===== config.mk =====
export PLATFORM = sky130hd
export DESIGN_NAME = pba_ctrl
export DESIGN_NICKNAME = d
export VERILOG_FILES = /design/src/pba_pkg.sv /design/src/pba_ctrl.sv
export SDC_FILE = /design/constraint.sdc
export NUM_CORES = 1
export LEC_CHECK = 0
export ABC_CLOCK_PERIOD_IN_PS = 2700
export BUFFER_PORTS_ARGS = -buffer_cell sky130_fd_sc_hd__buf_2
export CAP_MARGIN = 20
export CORE_MARGIN = 2
export CORE_UTILIZATION = 40
export DETAILED_ROUTE_END_ITERATION = 10
export GPL_ROUTABILITY_DRIVEN = 0
export PLACE_DENSITY = 0.73
export SLEW_MARGIN = 0
export SYNTH_ARGS = -nofsm -noshare
export SYNTH_HDL_FRONTEND = slang
export SYNTH_SLANG_ARGS = --single-unit
export TNS_END_PERCENT = 30

===== constraint.sdc =====
create_clock -name clk -period 2.7 [get_ports clk]
set_input_delay 0.81 -clock clk [delete_from_list [all_inputs] [get_ports clk]]
set_output_delay 0.81 -clock clk [all_outputs]
set_load 0.05 [all_outputs]

===== src/pba_pkg.sv =====
// Shared types, codes and helpers for the page bitmap allocator.
package pba_pkg;

  localparam int MAP_WORDS_DEF = 1024;
  localparam int WORD_BITS     = 64;
  localparam int CNT_W         = 17;
  localparam int PAGE_W        = 16;
  localparam int QW            = 11;

  typedef enum logic [1:0] {
    FN_ALLOC = 2'd0,
    FN_FREE  = 2'd1,
    FN_CLEAR = 2'd2,
    FN_NOP   = 2'd3
  } func_t;

  typedef enum logic [1:0] {
    ST_OK      = 2'd0,
    ST_ZERO    = 2'd1,
    ST_NOSPACE = 2'd2,
    ST_BOUNDS  = 2'd3
  } status_t;

  typedef struct packed {
    func_t               func;
    logic [CNT_W-1:0]    count;
    logic [PAGE_W-1:0]   page;
  } in_word_t;

  typedef struct packed {
    status_t             status;
    logic [PAGE_W-1:0]   start_page;
  } out_word_t;

  typedef enum logic [3:0] {
    S_INIT, S_IDLE, S_DEC, S_CLR, S_SCAN, S_COMMIT, S_FILL, S_FRD, S_FWR, S_RESP
  } state_t;

  typedef enum logic [3:0] {
    OP_NONE, OP_LOAD, OP_SWEEP, OP_SCAN, OP_COMMIT, OP_FILL, OP_FRD, OP_FWR, OP_RESP
  } op_t;

  typedef struct packed {
    op_t     op;
    status_t res_status;
    logic    res_start;
  } cmd_t;

  typedef struct packed {
    func_t func;
    logic  zero;
    logic  bounds;
    logic  span;
    logic  sweep_last;
    logic  hit;
    logic  scan_end;
    logic  fill_last;
    logic  free_last;
  } sts_t;

  // mask of the low n bits, n in 0..64
  function automatic logic [63:0] low_mask(input logic [6:0] n);
    logic [63:0] m;
    if (n >= 7'd64) m = '1;
    else m = (64'd1 << n) - 64'd1;
    return m;
  endfunction

endpackage


===== src/pba_ctrl.sv =====
// Controller: sequences clear, scan, commit, fill and free steps.
module pba_ctrl import pba_pkg::*; (
  input  logic clk,
  input  logic rst_n,
  input  logic in_valid,
  output logic in_stall,
  output logic out_valid,
  input  logic out_stall,
  input  sts_t sts,
  output cmd_t cmd
);

  state_t  state_r, state_nxt;
  logic    out_valid_r, out_valid_nxt;
  status_t res_status_r, res_status_nxt;
  logic    res_start_r, res_start_nxt;

  // hold state
  always_ff @(posedge clk) begin
    if (!rst_n) begin
      state_r      <= S_INIT;
      out_valid_r  <= 1'b0;
      res_status_r <= ST_OK;
      res_start_r  <= 1'b0;
    end else begin
      state_r      <= state_nxt;
      out_valid_r  <= out_valid_nxt;
      res_status_r <= res_status_nxt;
      res_start_r  <= res_start_nxt;
    end
  end

  // advance state and issue commands
  always_comb begin
    state_nxt      = state_r;
    res_status_nxt = res_status_r;
    res_start_nxt  = res_start_r;
    out_valid_nxt  = out_valid_r && out_stall;
    cmd.op         = OP_NONE;
    cmd.res_status = res_status_r;
    cmd.res_start  = res_start_r;
    unique case (state_r)
      S_INIT: begin
        cmd.op = OP_SWEEP;
        if (sts.sweep_last) state_nxt = S_IDLE;
      end
      S_IDLE: begin
        if (in_valid) begin
          cmd.op    = OP_LOAD;
          state_nxt = S_DEC;
        end
      end
      S_DEC: begin
        res_start_nxt  = 1'b0;
        res_status_nxt = ST_OK;
        unique case (sts.func)
          FN_CLEAR: state_nxt = S_CLR;
          FN_NOP:   state_nxt = S_RESP;
          FN_FREE: begin
            if (sts.zero) begin
              res_status_nxt = ST_ZERO;
              state_nxt      = S_RESP;
            end else if (sts.bounds) begin
              res_status_nxt = ST_BOUNDS;
              state_nxt      = S_RESP;
            end else begin
              state_nxt = S_FRD;
            end
          end
          FN_ALLOC: begin
            if (sts.zero) begin
              res_status_nxt = ST_ZERO;
              state_nxt      = S_RESP;
            end else begin
              state_nxt = S_SCAN;
            end
          end
        endcase
      end
      S_CLR: begin
        cmd.op = OP_SWEEP;
        if (sts.sweep_last) state_nxt = S_RESP;
      end
      S_SCAN: begin
        cmd.op = OP_SCAN;
        if (sts.hit) begin
          res_start_nxt = 1'b1;
          state_nxt     = S_COMMIT;
        end else if (sts.scan_end) begin
          res_status_nxt = ST_NOSPACE;
          state_nxt      = S_RESP;
        end
      end
      S_COMMIT: begin
        cmd.op    = OP_COMMIT;
        state_nxt = sts.span ? S_FILL : S_RESP;
      end
      S_FILL: begin
        cmd.op = OP_FILL;
        if (sts.fill_last) state_nxt = S_RESP;
      end
      S_FRD: begin
        cmd.op    = OP_FRD;
        state_nxt = S_FWR;
      end
      S_FWR: begin
        cmd.op    = OP_FWR;
        state_nxt = sts.free_last ? S_RESP : S_FRD;
      end
      S_RESP: begin
        if (!out_valid_r || !out_stall) begin
          cmd.op        = OP_RESP;
          out_valid_nxt = 1'b1;
          state_nxt     = S_IDLE;
        end
      end
      default: state_nxt = S_IDLE;
    endcase
  end

  assign in_stall  = (state_r != S_IDLE);
  assign out_valid = out_valid_r;

  a_accept_dec: assert property (@(posedge clk) disable iff (!rst_n)
    (state_r == S_IDLE && in_valid) |=> (state_r == S_DEC))
    else $error("accepted word not decoded");
  a_commit_after_scan: assert property (@(posedge clk) disable iff (!rst_n)
    (state_r == S_COMMIT) |-> ($past(state_r) == S_SCAN))
    else $error("commit without scan hit");
  a_out_hold: assert property (@(posedge clk) disable iff (!rst_n)
    (out_valid_r && out_stall) |=> out_valid_r)
    else $error("result word dropped while stalled");

endmodule

; Yosys cells after proc, flatten, opt, wreduce, memory -nomap -nowiden
; Cells that the tools add are included.
; Widths: inputs -> output; s select.
[totals]
reg_bits = 8
input_bits = 14
out_inout_bits = 9
[op_classes]
n_eq_ne = 22
n_mux = 28
reduce_logical = 11
[ops]
columns = cell, n
row1 = $mux 4, 13
row2 = $pmux 4 s10, 1
row3 = $pmux 4 s8, 1
row4 = $eq 4x3->1 const B, 4
row5 = $ne 2x2->1 const B, 8
row6 = $pmux 4 s4, 1
row7 = $eq 4x2->1 const B, 2
row8 = $eq 4x4->1 const B, 2
row9 = $mux 2, 4
row10 = $pmux 2 s2, 2
row11 = $reduce_and 6->1, 1
row12 = $mux 1, 5
row13 = $eq 2x2->1 const B, 2
row14 = $eq 4x1->1 const B, 1
row15 = $logic_not 4->1, 1
row16 = $ne 4x1->1 const B, 1
row17 = $ne 3x3->1 const B, 1
row18 = $reduce_and 3->1, 1
row19 = $eq 2x1->1 const B, 1
row20 = $logic_not 1->1, 2
row21 = $logic_not 2->1, 1
row22 = $pmux 1 s2, 1
row23 = $reduce_and 2->1, 1
row24 = $reduce_bool 2->1, 1
row25 = 3 further kinds, 3

; Depth between registers and ports, before layout
; Gate-level depths: netlist of the first run.
[depth]
ltp_word = 4
depth_mapped = 7
mapped_depth_nobuf = 5

; Worst setup path before layout of the first run
; OpenSTA, ideal clock, no wires.
[synth_path]
kind = input to output
startpoint = in in_valid
endpoint = out cmd[3] (netlist bit)
arrival_time_ns = 1.977
t_required_ns = 1.890
slack_ns = -0.087
path_stages = 2
path_cell_list = a31oi_1 > o21ai_0
[synth_rtl]
columns = item, line
row1 = start: declaration, pba_ctrl.sv:5  ; input logic in_valid,
row2 = end: declaration, pba_ctrl.sv:10  ; output cmd_t cmd

==> results.sh, run 1 <==
export IMPL_status="finished, final reports clean"
export IMPL_whs_ps=452
export IMPL_synth_area_um2=721
export IMPL_drt_iter0_drc=6
export IMPL_start_util_pct=42.2
export IMPL_dieArea_um2=2160
export IMPL_post_cts_buffers=0
export IMPL_grt_overflow=0
export IMPL_worstPathArrival_ps=1760
export IMPL_cp_data_required_time_ps=1890
export IMPL_cts_clk_slew_worst_paths_ps=50
export IMPL_gr_usage_all_layers_pct=16.2
export IMPL_criticalPathCategory="register to output port"
export IMPL_final_max_slew_viol_count=0
export IMPL_synth_edf_count=0
export IMPL_crit_path_max_incr_delay_ps=550
export IMPL_yosysWarnings=0
export IMPL_clock_skew_ps=1.35
export IMPL_crit_path_end_kind="output port"
export IMPL_period_share_pct=95.1
export IMPL_synthCells=89
export IMPL_core_area_um2=1710
export IMPL_drc_errors=0
export IMPL_viasPerCell=5.51
export IMPL_cts_resized=0
export IMPL_slew_headroom_pct=62.3
export IMPL_ir_worst_vdd_uv=444
export IMPL_grt_max_degree=19
export IMPL_rsz0062_at_grt="false"
export IMPL_seq_area_frac_synth_pct=22.2
export IMPL_synthArstFlopShare_pct=0
export IMPL_routedWlPerCell_um=12.4
export IMPL_synth_nets=103
export IMPL_drive_gt1_share_pct=33.0
export IMPL_nets=125
export IMPL_cp_slowest_cell="nor3_1"
export IMPL_areaGrowthSynthToFinish_pct=17.9
export IMPL_hold_path_class="register to register"
export IMPL_clock_sinks=8
export IMPL_leakagePower_nw=0.338
export IMPL_fp_dieH_um=46.4
export IMPL_drt_first_pass_iters=4
export IMPL_rows=15
export IMPL_clk_latency_ps=240
export IMPL_synth_seq_cells=8
export IMPL_fmax_mhz=389
export IMPL_report_final_setup_viol=0
export IMPL_htreeDepth=1
export IMPL_max_cap_violations=0
export IMPL_crit_chain="nor3_1 > nand2_1 > o21ai_0 > buf_2"
export IMPL_tritoncts_num_buffers=3
export IMPL_dpl_hpwl_mm=1.28
export IMPL_cts_root_buf="clkbuf_4"
export IMPL_cts_tree="yes"
export IMPL_cp_max_fo=17
export IMPL_drt_wl_total_mm=1.66
export IMPL_nFillCells=164
export IMPL_p_total_w=0.000785
export IMPL_yosys_area_top_type_share_pct=22.2
export IMPL_antenna_left=0
export IMPL_worst_slew_pin_slew_ps=561
export IMPL_yosysTopAreaCell="dfxtp_1"
export IMPL_grt_pass1_wl_mm=2.53
export IMPL_grt_pass1_vias=601
export IMPL_antenna_found_initial=0
export IMPL_fp_dieW_um=46.4
export IMPL_period_minus_slack_ps=2570
export IMPL_antenna_cells=0
export IMPL_final_hold_viol_count=0
export IMPL_io_buffers=22
export IMPL_ys_types=42
export IMPL_yosys_top_cells_area="dfxtp_1 (22%), a21oi_1 (5.6%), or4b_1 (4.2%), nor2_1 (3.6%), nor2b_1 (3.5%)"
export IMPL_tns_ps=0
export IMPL_start_kind="register"
export IMPL_io_pins=23
export IMPL_synth_flop_cell="dfxtp_1"
export IMPL_vias=738
export IMPL_power_density_nw_per_um2=924
export IMPL_cts_path_max_buffers=2
export IMPL_syn_avg_cell_area_um2=8.10
export IMPL_holdBufCountCts=0
worst max-delay path: cells and delay by family, from the launching register on:
kind / cells / cell delay, ps
flops: 1 / 460
buf+inv: 1 / 280
simple gates: 2 / 680
compound gates: 1 / 90
metrics by stage:
stage | utilization (%) | cell area [um2] | worst slack (ps) | instances
2_1_floorplan | - | 721 | 0.379 | 89
3_3_place_gp | 48.4 | 827 | 466 | 131
3_5_place_dp | 48.4 | 827 | 427 | 131
4_1_cts | 49.7 | 850 | 149 | 134
5_1_grt | 49.7 | 850 | 7.45 | 134
6_report | 49.7 | 850 | 131 | 134
flip-flops by register name, indices dropped and copies added (netlist names):
signal,cells
res_status_r,2
state_r,4
res_start_r,1
out_valid,1
layer usage:
metal | wire (um) | GRT usage [%] | vias up
li1 | - | - | 380
met1 | 854 | 24.1 | 339
met2 | 723 | 23.6 | 19
met3 | 84 | 5.88 | 0
met4 | 0 | 0 | 0
met5 | 0 | 0 | -
final cells by class:
| type | count | area [um2] | area share [%] |
|---|---|---|---|
| inverter | 3 | 11.3 | 1.33 |
| tap | 25 | 31.3 | 3.68 |
| timing repair buffer | 24 | 125 | 14.7 |
| sequential | 8 | 160 | 18.9 |
| multi-input combinational | 71 | 499 | 58.8 |
| clock buffer | 3 | 22.5 | 2.65 |
cells by family (layout without fill, tap and decap cells):
group / after synthesis / in the layout / share of synthesized area (%)
and+or+nand+nor: 40 / 40 / 35.8
muxes: 2 / 2 / 2.78
xor gates and xnor gates: 2 / 2 / 2.43
buffers and inverters: 10 / 30 / 8.51
DFF: 8 / 8 / 22.2
AOI/OAI and AO/OA: 27 / 27 / 28.3
cell usage after synthesis (2+ instances only):
cell type,count
buf_4,2
nor3b_1,2
nand3_1,2
buf_6,2
o21ai_0,3
dfxtp_1,8
o31ai_1,2
inv_1,2
nand2_1,5
nor3_1,5
a21oi_1,8
xor2_1,2
or4b_1,3
nor3_2,2
nor2b_1,4
clkbuf_1,2
nor4_1,2
mux2i_1,2
nor2_1,7
o21ai_1,2
report_power, final:
| group | total (W) | internal [W] | switching (W) | leakage [nW] |
|---|---|---|---|---|
| combinational | 0.000511 | 0.000181 | 0.000330 | 0.260 |
| clock | 0.0000871 | 0.0000506 | 0.0000365 | 0.0138 |
| sequential | 0.000187 | 0.000143 | 0.0000441 | 0.0650 |
layout by cell type (no fill, tap or decap), types with 3 or more instances in the layout:
cell | netlist | final
o21ai_1 | 2 | 3
clkbuf_4 | 0 | 3
nor2b_1 | 4 | 4
dfxtp_1 | 8 | 8
or4b_1 | 3 | 3
nor3_1 | 5 | 5
nand2_1 | 5 | 5
nor2_1 | 7 | 7
buf_2 | 1 | 22
a21oi_1 | 8 | 8
path summary, 6_finish.rpt:
path / start / to / slack [ps] / cells after the start
setup reg to reg: state_r[2]$_SDFFE_PN0P_ / state_r[2]$_SDFFE_PN0P_ / 830 / 5
hold reg to reg: res_start_r$_SDFFE_PN0P_ / res_start_r$_SDFFE_PN0P_ / 450 / 2
hold / removal: res_start_r$_SDFFE_PN0P_ / res_start_r$_SDFFE_PN0P_ / 450 / 2
setup / recovery: state_r[2]$_SDFFE_PN0P_ / cmd[5] / 130 / 4
(Power assumes the default switching activity.)
==> inputs of run 2 (changes only) <==
ABC_CLOCK_PERIOD_IN_PS = 2100   (was 2700)
PLACE_DENSITY = 0.76   (was 0.73)
clock period = 2.1 ns   (was 2.7 ns; I/O delays follow)
==> run 2 against run 1 <==
Final cell count is 5.2% higher. Hold slack better by 12 ps. Critical path depth is 1 lower. Clock skew is 0.78 ps higher. Global-route usage is 1.5 points higher. Register-to-register slack worse by 630 ps. Critical endpoint is now cmd[6].
==> results.sh, run 2 (same netlist as run 1, synthesis figures left out) <==
export IMPL_largest_reg_flops=4
export IMPL_regMostFlops="state_r"
export IMPL_drt_wl_total_mm=1.76
export IMPL_drt_first_pass_iters=4
export IMPL_rows=15
export IMPL_fp_dieW_um=46.4
export IMPL_drc_errors=0
export IMPL_whs_ps=465
export IMPL_start_util_pct=42.2
export IMPL_cp_data_required_time_ps=1470
export IMPL_rsz0062_at_grt="false"
export IMPL_nets=132
export IMPL_worst_path_buf_inv=1
export IMPL_worstPathArrival_ps=1420
export IMPL_antenna_found_initial=0
export IMPL_reg2reg_setup_slack_ps=200
export IMPL_clock_sinks=8
export IMPL_dieArea_um2=2160
export IMPL_antenna_left=0
export IMPL_holdBufCountCts=0
export IMPL_final_cell_mix="buf_2 (17), buf_4 (9), nor2_1 (7), a21oi_1 (7)"
export IMPL_largestRegisters="state_r x4, res_status_r x2"
export IMPL_tritoncts_num_buffers=3
export IMPL_status="finished, final reports clean"
export IMPL_final_hold_viol_count=0
export IMPL_p_total_w=0.00113
export IMPL_cts_tree="yes"
export IMPL_start_kind="register"
export IMPL_min_to="res_start_r$_SDFFE_PN0P_"
export IMPL_r2r_end="state_r[1]$_SDFFE_PN0P_"
export IMPL_nFillCells=164
export IMPL_max_cap_violations=0
export IMPL_drive_gt1_share_pct=42.2
export IMPL_whs_path_depth=2
export IMPL_crit_path_end_kind="output port"
export IMPL_criticalPathCategory="register to output port"
export IMPL_fp_dieH_um=46.4
export IMPL_period_minus_slack_ps=2050
export IMPL_ir_worst_vdd_uv=595
export IMPL_cts_path_max_buffers=2
export IMPL_hp_start="res_start_r$_SDFFE_PN0P_"
export IMPL_io_buffers=22
export IMPL_worst_slew_pin_slew_ps=330
export IMPL_hold_path_class="register to register"
export IMPL_viasPerCell=5.28
export IMPL_grt_overflow=0
export IMPL_r2r_start="state_r[3]$_SDFFE_PN0P_"
export IMPL_antenna_cells=0
export IMPL_areaGrowthSynthToFinish_pct=31.8
export IMPL_post_dp_cell_area_um2=868
export IMPL_vias=745
export IMPL_gr_usage_all_layers_pct=17.7
export IMPL_crit_chain="or4bb_4 > a21oi_2 > buf_6"
export IMPL_clock_skew_ps=2.13
export IMPL_final_common_cell="buf_2"
export IMPL_final_cell_area_um2=950
export IMPL_clk_latency_ps=240
export IMPL_cp_max_fo=3
export IMPL_cp_top_family="simple AND/OR/NAND/NOR gates"
export IMPL_final_max_slew_viol_count=0
export IMPL_period_share_pct=97.8
export IMPL_grt_pass1_vias=658
export IMPL_rr_worst_depth=7
export IMPL_crit_path_max_incr_delay_ps=540
export IMPL_htreeDepth=1
export IMPL_io_pins=23
export IMPL_leakagePower_nw=0.384
export IMPL_report_final_setup_viol=0
export IMPL_slew_headroom_pct=77.8
export IMPL_tns_ps=0
export IMPL_drt_iter0_drc=14
export IMPL_cp_slowest_cell="or4bb_4"
export IMPL_fmax_mhz=487
export IMPL_grt_pass1_wl_mm=2.78
export IMPL_core_area_um2=1710
export IMPL_grt_max_degree=21
export IMPL_power_density_nw_per_um2=1190
export IMPL_routedWlPerCell_um=12.5
export IMPL_cts_root_buf="clkbuf_4"
export IMPL_cts_clk_slew_worst_paths_ps=50
==> run 2: cell count changes in the layout (fill, tap and decap cells not counted), moves of 3 or more <==
cell,previous run,this run
buf_2,22,17
dfxtp_2,0,3
buf_6,0,5
buf_4,2,9
dfxtp_1,8,5
==> run 2: worst max-delay path by stage <==
stage / to / depth (start not counted) / startpoint
finish: cmd[6] / 3 / state_r[2]$_SDFFE_PN0P_
global route: cmd[6] / 3 / state_r[2]$_SDFFE_PN0P_
floorplan: cmd[3] / 4 / state_r[0]$_SDFFE_PN0P_
global placement: in_stall / 3 / state_r[0]$_SDFFE_PN0P_
detailed placement: cmd[6] / 3 / state_r[0]$_SDFFE_PN0P_
CTS: in_stall / 3 / state_r[2]$_SDFFE_PN0P_
==> run 2: cell type report <==
class                           instances  area (um2)  area share (%)
Clock buffer                            3        22.5            2.37
Sequential cell                         8         164            17.3
Timing Repair Buffer                   31         209            22.0
Multi-Input combinational cell         71         512            53.9
Tap cell                               25        31.3            3.29
Inverter                                3        11.3            1.19
==> run 2: worst reg2reg max path, stage by stage, from the launching register on <==
cell,delay (ps)
dfxtp_2,310
buf_4,130
buf_4,170
or4b_4,560
nor3_2,180
a211o_4,170
mux2i_1,200
nor2_1,60
==> run 2: where the power goes <==
group	internal [W]	switching, W	total [W]
combinational	0.000336	0.000482	0.000818
sequential	0.000187	0.0000183	0.000205
clock	0.0000647	0.0000421	0.000107
total	0.000588	0.000542	0.00113
==> run 2: metal layers <==
| layer | up-vias | GRT usage (%) | part of all wire, % |
|---|---|---|---|
| met4 | 0 | 6.86 | 0.68 |
| met3 | 2 | 1.18 | 2.1 |
| met2 | 10 | 30.8 | 51 |
| met1 | 341 | 22.5 | 46 |
| li1 | 392 | - | - |
| met5 | - | 0 | 0 |
==> run 2: through the flow <==
step                      utilization [%]  worst slack, ps  cells
after floorplan                         -            -75.2     89
after global placement               50.8              246    136
after detailed placement             50.8              183    136
after CTS                            53.8            -1.69    140
after global routing                 55.6             4.89    141
final                                55.6             47.1    141
==> run 2: what timing repair did <==
item	4_1_cts	5_1_grt
setup endpoints to repair	4	5
hold endpoints to repair	0	0
buffers inserted	1	1
pin swaps	1	0
resized for setup	7	10
==> inputs of run 3 (changes only) <==
HOLD_SLACK_MARGIN = 0.06   (was not set)
REMOVE_ABC_BUFFERS = 1   (was not set)
==> run 3 against run 2 <==
Via count rose by 3.6%. Sequential power barely moved. Hold slack worse by 4.9 ps. Sequential share of layout area grew 0.19 points. Count of clock-buffer cells in the layout stayed put.
==> results.sh, run 3 (same netlist as run 1, synthesis figures left out) <==
export IMPL_status="finished, final reports clean"
export IMPL_cp_max_fo=16
export IMPL_max_cap_violations=0
export IMPL_regArea_um2=163
export IMPL_tritoncts_num_buffers=3
export IMPL_power_density_nw_per_um2=1220
export IMPL_nets=130
export IMPL_dieArea_um2=2160
export IMPL_cts_clk_slew_worst_paths_ps=50
export IMPL_fp_dieW_um=46.4
export IMPL_report_final_setup_viol=0
export IMPL_antenna_found_initial=0
export IMPL_crit_path_start="state_r[2]$_SDFFE_PN0P_"
export IMPL_io_buffers=22
export IMPL_holdBufCountCts=0
export IMPL_final_max_slew_viol_count=0
export IMPL_drt_first_pass_iters=4
export IMPL_clock_sinks=8
export IMPL_grt_pass1_vias=678
export IMPL_antenna_left=0
export IMPL_reg2reg_setup_slack_ps=290
export IMPL_dpl_hpwl_mm=1.35
export IMPL_critPathCapture="in_stall"
export IMPL_drive_gt1_share_pct=40.4
export IMPL_fmax_mhz=478
export IMPL_largestRegisters="state_r x4, res_status_r x2"
export IMPL_post_cts_buffers=0
export IMPL_grt_overflow=0
export IMPL_hp_start="res_start_r$_SDFFE_PN0P_"
export IMPL_final_cell_mix="buf_2 (17), buf_4 (9), nor2_1 (7), a21oi_1 (7), dfxtp_1 (6)"
export IMPL_dpl_cell_count=136
export IMPL_fp_dieH_um=46.4
export IMPL_leakagePower_nw=0.374
export IMPL_r2r_end="state_r[1]$_SDFFE_PN0P_"
export IMPL_routedWlPerCell_um=13.1
export IMPL_htreeDepth=1
export IMPL_whs_path_depth=2
export IMPL_final_hold_viol_count=0
export IMPL_final_cells=139
export IMPL_cp_data_required_time_ps=1470
export IMPL_largest_reg_flops=4
export IMPL_worst_slew_pin_slew_ps=329
export IMPL_utilization_pct=54.6
export IMPL_gr_usage_all_layers_pct=18.8
export IMPL_criticalPathCategory="register to output port"
export IMPL_drt_wl_total_mm=1.82
export IMPL_clk_latency_ps=250
export IMPL_r2r_start="state_r[2]$_SDFFE_PN0P_"
export IMPL_io_pins=23
export IMPL_multi_input_area_um2=518
export IMPL_final_common_cell="buf_2"
export IMPL_rsz0062_at_grt="true"
export IMPL_period_minus_slack_ps=2090
export IMPL_worstPathArrival_ps=1460
export IMPL_vias=772
export IMPL_slew_headroom_pct=78.0
export IMPL_p_total_w=0.00114
export IMPL_crit_path_end_kind="output port"
export IMPL_start_kind="register"
export IMPL_viasPerCell=5.55
export IMPL_rr_worst_depth=7
export IMPL_cts_root_buf="clkbuf_4"
export IMPL_ir_worst_vdd_uv=622
export IMPL_areaGrowthSynthToFinish_pct=29.3
export IMPL_clock_skew_ps=3.74
export IMPL_antenna_cells=0
export IMPL_grt_max_degree=21
export IMPL_cts_path_max_buffers=2
export IMPL_cts_tree="yes"
export IMPL_hold_path_class="register to register"
export IMPL_rows=15
export IMPL_core_area_um2=1710
export IMPL_nFillCells=167
export IMPL_start_util_pct=42.2
export IMPL_drt_iter0_drc=9
export IMPL_grt_pass1_wl_mm=2.82
export IMPL_drc_errors=0
export IMPL_period_share_pct=99.5
export IMPL_regMostFlops="state_r"
-- run 3: changes by cell type in the layout (fill, tap and decap cells not counted), sizes merged --
cell	delta
buf	-2
-- run 3: worst min-delay path by stage --
stage / endpoint / slack (ps)
4_1_cts: res_start_r$_SDFFE_PN0P_ / 460
3_3_place_gp: res_start_r$_SDFFE_PN0P_ / 450
6_report: res_start_r$_SDFFE_PN0P_ / 460
3_5_place_dp: res_start_r$_SDFFE_PN0P_ / 460
5_1_grt: res_start_r$_SDFFE_PN0P_ / 480
2_1_floorplan: state_r[2]$_SDFFE_PN0P_ / 650
-- run 3: what timing repair did --
item,in CTS,in global routing
endpoints found under the setup margin,5,4
cloned,0,0
resized for setup,11,3
-- run 3: final cells by class --
cell class	count	area share, %
Inverter	3	1.21
Sequential cell	8	17.4
Clock buffer	3	2.42
Tap cell	25	3.36
Timing Repair Buffer	29	20.0
Multi-Input combinational cell	71	55.6
-- run 3: worst max-delay path, cell delays in order (launching register included) --
cell	delay, ps
dfxtp_1	310
buf_4	190
or4b_4	540
buf_6	170
-- run 3: layer usage --
metal | global-route usage [%] | wire, um
met5 | 0 | 0
met4 | 5.14 | 19
met3 | 6.67 | 96
met2 | 32.2 | 863
met1 | 21.7 | 844
-- run 3: power by group --
group          leakage, nW  internal (W)  total [W]  switching (W)
Sequential          0.0657      0.000187   0.000207      0.0000203
Clock               0.0138     0.0000651   0.000113      0.0000483
Combinational        0.295      0.000333   0.000819       0.000486
Total                0.374      0.000585    0.00114       0.000554
-- run 3: per-stage QoR --
step	hold WS [ps]	setup slack, ps	area, um2	TNS, ps
finish	460	10.0	932	0
global route	482	-48.6	932	-88.6
global placement	446	196	865	0
CTS	465	2.64	921	0
detailed placement	455	125	865	0
floorplan	654	-506	671	-1230
